==> src/sv/cgp_pkg.sv <==
// Shared types, constants and lane arithmetic for the clamped gradient predictor.
`default_nettype none

package cgp_pkg;

    localparam int CFG_W              = 13;
    localparam int PIX_W              = 32;
    localparam int LANE_W             = 8;
    localparam int LANES              = PIX_W / LANE_W;
    localparam int DEF_MAX_ROW_PIXELS = 4096;
    localparam logic [CFG_W-1:0] ROW_WIDTH_RESET = CFG_W'(4096);

    typedef struct packed {
        logic col0;
        logic first;
    } t_pos_info;

    function automatic logic [LANE_W-1:0] lane_predict(
        input logic [LANE_W-1:0] a,
        input logic [LANE_W-1:0] b,
        input logic [LANE_W-1:0] c
    );
        logic signed [LANE_W+1:0] p;
        logic [LANE_W-1:0]        lo;
        logic [LANE_W-1:0]        hi;
        p  = $signed({2'b00, a}) + $signed({2'b00, b}) - $signed({2'b00, c});
        lo = a;
        hi = a;
        if (b < lo) lo = b;
        if (c < lo) lo = c;
        if (b > hi) hi = b;
        if (c > hi) hi = c;
        if (p < $signed({2'b00, lo})) begin
            return lo;
        end else if (p > $signed({2'b00, hi})) begin
            return hi;
        end
        return p[LANE_W-1:0];
    endfunction

endpackage

`default_nettype wire

==> src/sv/cgp_pos.sv <==
// Row width register and raster position tracker.
`default_nettype none

module cgp_pos
    import cgp_pkg::*;
#(
    parameter int MAX_ROW_PIXELS = DEF_MAX_ROW_PIXELS,
    localparam int CW            = $clog2(MAX_ROW_PIXELS)
) (
    input  wire logic             i_clk,
    input  wire logic             i_rst_n,
    input  wire logic             i_cfg_we,
    input  wire logic [CFG_W-1:0] i_cfg_row_width,
    input  wire logic             i_acc,
    input  wire logic             i_frame_start,
    output logic      [CW-1:0]    o_addr,
    output t_pos_info             o_info
);

    localparam int WW = (CW + 1 > CFG_W) ? CW + 1 : CFG_W;

    logic [CFG_W-1:0] r_row_width;
    logic [CW-1:0]    r_col;
    logic             r_first;

    logic [WW-1:0] w_cfg;
    logic [WW-1:0] eff_w;
    logic [CW-1:0] col_eff;
    logic          first_eff;
    logic [WW-1:0] col_inc;
    logic [CW-1:0] n_col;
    logic          n_first;

    always_comb begin
        w_cfg = WW'(r_row_width);
        if (w_cfg == '0) begin
            eff_w = WW'(1);
        end else if (w_cfg > WW'(MAX_ROW_PIXELS)) begin
            eff_w = WW'(MAX_ROW_PIXELS);
        end else begin
            eff_w = w_cfg;
        end

        if (i_frame_start) begin
            col_eff   = '0;
            first_eff = 1'b1;
        end else if (WW'(r_col) >= eff_w) begin
            col_eff   = '0;
            first_eff = 1'b0;
        end else begin
            col_eff   = r_col;
            first_eff = r_first;
        end

        col_inc = WW'(col_eff) + WW'(1);
        if (col_inc >= eff_w) begin
            n_col   = '0;
            n_first = 1'b0;
        end else begin
            n_col   = col_inc[CW-1:0];
            n_first = first_eff;
        end
    end

    always_ff @(posedge i_clk) begin
        if (!i_rst_n) begin
            r_row_width <= ROW_WIDTH_RESET;
            r_col       <= '0;
            r_first     <= 1'b1;
        end else begin
            if (i_cfg_we) begin
                r_row_width <= i_cfg_row_width;
            end
            if (i_acc) begin
                r_col   <= n_col;
                r_first <= n_first;
            end
        end
    end

    assign o_addr       = col_eff;
    assign o_info.col0  = (col_eff == '0);
    assign o_info.first = first_eff;

endmodule

`default_nettype wire

==> config.mk <==
export PLATFORM = sky130hd
export DESIGN_NAME = cgp_pos
export DESIGN_NICKNAME = d
export VERILOG_FILES = /design/src/sv/cgp_pkg.sv /design/src/sv/cgp_pos.sv
export SDC_FILE = /design/constraint.sdc
export NUM_CORES = 1
export LEC_CHECK = 0
export ABC_AREA = 1
export BUFFER_PORTS_ARGS = -buffer_cell sky130_fd_sc_hd__buf_2
export CAP_MARGIN = 20
export CORE_MARGIN = 2
export CORE_UTILIZATION = 55
export CTS_CLUSTER_SIZE = 28
export DETAILED_ROUTE_END_ITERATION = 8
export PLACE_DENSITY = 0.77
export SLEW_MARGIN = 20
export SYNTH_ARGS = -nofsm -noshare
export SYNTH_HDL_FRONTEND = slang
export SYNTH_SLANG_ARGS = --single-unit
==> constraint.sdc <==
create_clock -name i_clk -period 8.2 [get_ports i_clk]
set_input_delay 1.64 -clock i_clk [delete_from_list [all_inputs] [get_ports i_clk]]
set_output_delay 1.64 -clock i_clk [all_outputs]
set_load 0.03 [all_outputs]
---- Word-level counts from Yosys, hierarchy flattened ----
Index checks and enable logic that the tools add are counted.
storage, ports and cells
  flip-flop bits (word level) ............. 26
  input bits .............................. 18
  word-level logic and storage cells ...... 17
  output and inout port bits .............. 14
operators by class
  add/sub/neg operators ................... 1
  reduce and logical (&&, ||, !) cells .... 2
  multiplexer cells ....................... 8
  $lt $le $gt $ge ......................... 3
operator list
  operator                                                         count
  12-bit two-way mux                                               3
  13-bit two-way mux                                               2
  12-bit by 1-bit adder with 13-bit output, second input constant  1
  12-bit by 13-bit >= comparator with 1-bit output                 1
  13-bit >= comparator                                             1
  13-bit > comparator, second input constant                       1
  13-bit zero test                                                 1
  12-bit zero test                                                 1
  1-bit two-way mux                                                3

---- Depth between registers and ports, before layout ----
  word-level depth ........................ 9
  gate-level depth with buffers ........... 32
  gate-level depth less buffers ........... 31

---- Worst setup path before layout ----
OpenSTA, ideal clock, no wires.
  path kind ............................... flip-flop to output port
  start ................................... reg r_row_width[8]
  end ..................................... out o_info[1] (netlist bit)
  setup slack ............................. 3278 ps
  buffers on the path ..................... 0
  data required time ...................... 6560 ps
  stages on the path, launching flop included .. 21
  arrival time ............................ 3282 ps
  path through ............................ dfxtp_1 > nor4_1 > nand4_1 > inv_1 > nor2_1 > clkinv_1 > nand2_1 > ha_1 > nand2_1 > inv_1 > nand2_1 > nor2_1 > nand2_2 > nand2_2 > nor2_4 > nand2_4 > nor3_1 > inv_1 > ha_1 > nand4_1 > nor3b_1
RTL lines
  element                 line           RTL
  from (decl)             cgp_pos.sv:22  logic [CFG_W-1:0] r_row_width;
  from (signal assigned)  cgp_pos.sv:72  r_row_width <= i_cfg_row_width;
  to (decl)               cgp_pos.sv:17  output t_pos_info o_info

---- Final worst setup path ----
  start ................................... reg r_row_width[8]
  end ..................................... reg r_col[5]
on the way
  word-level cells in the longest chain between the ends .. 9
  elaborated cells on any way between the ends .. 10
  those cells by class .................... 1 x add/sub; 3 x order compare; 5 x mux; 1 x reduce/logical
RTL lines
  element                                           line           RTL
  13-bit > comparator                               cgp_pos.sv:38  end else if (w_cfg > WW'(MAX_ROW_PIXELS)) begin
  13-bit two-way mux                                cgp_pos.sv:38
  13-bit two-way mux *                              cgp_pos.sv:36  if (w_cfg == '0) begin
  12-bit by 13-bit >= comparator with 1-bit output  cgp_pos.sv:47  end else if (WW'(r_col) >= eff_w) begin
  12-bit two-way mux                                cgp_pos.sv:47
  12-bit two-way mux                                cgp_pos.sv:44  if (i_frame_start) begin
  12-bit by 1-bit adder with 13-bit output          cgp_pos.sv:55  col_inc = WW'(col_eff) + WW'(1);
  13-bit >= comparator                              cgp_pos.sv:56  if (col_inc >= eff_w) begin
  12-bit two-way mux *                              cgp_pos.sv:56
  to (signal assigned)                              cgp_pos.sv:75  r_col <= n_col;
  to (decl)                                         cgp_pos.sv:23  logic [CW-1:0] r_col;
Mark *: on every way between the ends. The rest lies on a longest branch, timed or not.
A chain may end at the register's enable or synchronous reset.

==> impl_metrics.env <==
export IMPL_synthFlopType="dfxtp_1"
export IMPL_peakVddDrop_uv=76.0
export IMPL_reg2reg_slack_ps=2600
export IMPL_cts_hold_fix_buffers=0
export IMPL_cap_violations=0
export IMPL_slowest_stage="nor2_1"
export IMPL_rsz0062_at_grt="false"
export IMPL_avgSynthCellArea_um2=6.97
export IMPL_die_w_um=68.6
export IMPL_power_density_nw_per_um2=109
export IMPL_hold_end="r_col[0]"
export IMPL_start_kind="flip-flop"
export IMPL_r2r_start="r_row_width[8]"
export IMPL_yosysSeqAreaShare=0.227
export IMPL_worstHoldPathType="reg -> reg"
export IMPL_fin_hold_ws_ps=480
export IMPL_drive_gt1_frac=0.170
export IMPL_viasPerCell=5.50
export IMPL_finalCriticalPeriod_ps=5600
export IMPL_pre_cts_ws_ps=2670
export IMPL_ios=32
export IMPL_relSlewSlack=0.436
export IMPL_synth_area_um2=2290
export IMPL_p_total_uw=269
export IMPL_ys_ff_latch=26
export IMPL_cp_arrival_ps=5800
export IMPL_area_growth_pct=7.42
export IMPL_gr_total_overflow=0
export IMPL_synth_nets=374
export IMPL_fin_setup_tns_ps=0
export IMPL_rr_endpoint="r_col[5]"
export IMPL_status="completed"
export IMPL_final_common_cell="nand2_1"
export IMPL_synthCells=329
export IMPL_post_drt_wl_per_cell_um=13.4
export IMPL_row_count=23
export IMPL_hold_depth=2
export IMPL_num_antenna_cells=0
export IMPL_place_inst=400
export IMPL_post_cts_resized=0
export IMPL_drc=0
export IMPL_grt_max_degree=16
export IMPL_clock_sinks=26
export IMPL_ys_async_sr_fraction=0
export IMPL_setup_viol=0
export IMPL_power_leakage_nw=1.20
export IMPL_hold_start="r_col[0]"
export IMPL_grt_pass1_vias=2087
export IMPL_clockBufferDepth=2
export IMPL_layout_nets=400
export IMPL_synth_warning_count=0
export IMPL_cts_tree="yes"
export IMPL_drtIter0Drc=256
export IMPL_critPathMaxStageDelay_ps=640
export IMPL_layoutNonFillerInstCount=403
export IMPL_drv_slew=0
export IMPL_dp_hpwl_mm=4.46
export IMPL_synth_edf_count=0
export IMPL_yosysTopAreaCell="dfxtp_1"
export IMPL_htreeDepth=1
export IMPL_synth_area_leaders="dfxtp_1, ha_1, nand2_1"
export IMPL_cts_root_buffer="clkbuf_8"
export IMPL_initial_utilization=0.573
export IMPL_post_cts_setup_buffers=0
export IMPL_setup_slack_ps=2600
export IMPL_cp_data_required_time_ps=8400
export IMPL_path_clk_slew_ps=90
export IMPL_clk_latency_ps=270
export IMPL_final_cell_mix="nand2_1, nor2_1, inv_1, buf_2, ha_1"
export IMPL_path_common_cell="nand2_1"
export IMPL_critPathKind="reg -> reg"
export IMPL_grt_use_total=0.262
export IMPL_fmax_mhz=179
export IMPL_hold_viol_final=0
export IMPL_die_h_um=68.6
export IMPL_finalCritPeriodShare=0.682
export IMPL_port_buffers=31
export IMPL_finalWirelength_mm=5.42
export IMPL_cts_buffers=3
export IMPL_synth_top_area_share=0.227
export IMPL_die_area_um2=4700
export IMPL_gp_congestion=0.884
export IMPL_fillCellCount=401
export IMPL_antenna_found_initial=0
export IMPL_fin_worst_skew_ps=6.09
export IMPL_antenna_left=0
export IMPL_dr_pass1_iters=4
export IMPL_dr_total_vias=2216
export IMPL_crit_fanout=13
export IMPL_worst_pin_slew_ps=843
export IMPL_netlist_cell_type_count=40
export IMPL_r2r_cells=28
export IMPL_core_area_um2=4000
export IMPL_grt_pass1_wl_mm=9.18
export IMPL_worst_setup_path_end_kind="flip-flop"
## registers in the layout, indices dropped and copies added, names as in the netlist
name         flops
r_col           12
r_row_width     13
r_first          1
## cell families (layout without fill, tap and decap cells)
group,Yosys count,in the layout,share of synthesized area
AND/OR/NAND/NOR,177,177,0.399
XOR/XNOR,3,3,0.0147
adder cells (fa/ha/maj),27,27,0.147
flip-flops,26,26,0.227
buffers and inverters,52,76,0.108
AO/OA/AOI/OAI,44,44,0.104
## power breakdown
group / internal [mW] / total (mW) / leakage [nW] / switching (mW)
Sequential: 0.132 / 0.136 / 0.213 / 0.00390
Clock: 0.0329 / 0.0721 / 0.0216 / 0.0392
Combinational: 0.0191 / 0.0613 / 0.963 / 0.0423
## layout make-up
type,instances,area [um2],area share
clock buffers,3,41.3,0.0168
inverters,42,158,0.0640
multi-input cells,251,1530,0.619
flip-flops and latches,26,520,0.211
well taps,50,62.6,0.0254
repair buffers,31,155,0.0630
## metal layers
layer / routed length, um / GRT usage / part of all wire / vias up
li1: - / - / - / 1133
met1: 2410 / 0.336 / 0.44 / 988
met2: 2540 / 0.439 / 0.47 / 77
met3: 308 / 0.0357 / 0.057 / 18
met4: 160 / 0.110 / 0.030 / 0
met5: 0 / 0 / 0 / -
## synth_stat cells, types with 2 or more instances
| cell type | n |
|---|---|
| a21oi_1 | 22 |
| a21oi_2 | 2 |
| and2_1 | 2 |
| and2_4 | 2 |
| buf_6 | 2 |
| clkbuf_1 | 2 |
| dfxtp_1 | 26 |
| dlygate4sd3_1 | 2 |
| ha_1 | 27 |
| inv_1 | 40 |
| nand2_1 | 73 |
| nand2_2 | 3 |
| nand3_1 | 16 |
| nand4_1 | 9 |
| nand4_2 | 2 |
| nand4_4 | 4 |
| nor2_1 | 46 |
| nor2_4 | 3 |
| nor3_1 | 5 |
| nor3_2 | 4 |
| nor4_1 | 2 |
| o21ai_0 | 17 |
## worst max-delay path by stage
| stage | startpoint | endpoint | slack [ps] | cells past startpoint |
|---|---|---|---|---|
| 3_5_place_dp | r_row_width[8] | r_col[5] | 2670 | 28 |
| 2_1_floorplan | r_row_width[8] | o_info[1] | 3280 | 20 |
| 4_1_cts | r_row_width[8] | r_col[5] | 2630 | 28 |
| 3_3_place_gp | r_row_width[8] | r_col[9] | 2860 | 28 |
| 6_report | r_row_width[8] | r_col[5] | 2600 | 28 |
| 5_1_grt | r_row_width[8] | r_col[11] | 1930 | 28 |
## worst max-delay path, delay by kind of cell, from the launching register on
kind                       cells  cell delay [ps]
buffers and inverters          5              420
and+or+nand+nor               15             3150
adders and majority gates      3              950
DFF                            1              340
AOI/OAI and AO/OA              5              640
## stage by stage
stage / utilization / area, um2
3_5_place_dp: 0.605 / 2420
2_1_floorplan: - / 2290
5_1_grt: 0.616 / 2460
4_1_cts: 0.616 / 2460
6_report: 0.616 / 2460
3_3_place_gp: 0.605 / 2420
No activity file was read; power rests on OpenSTA's default activity.
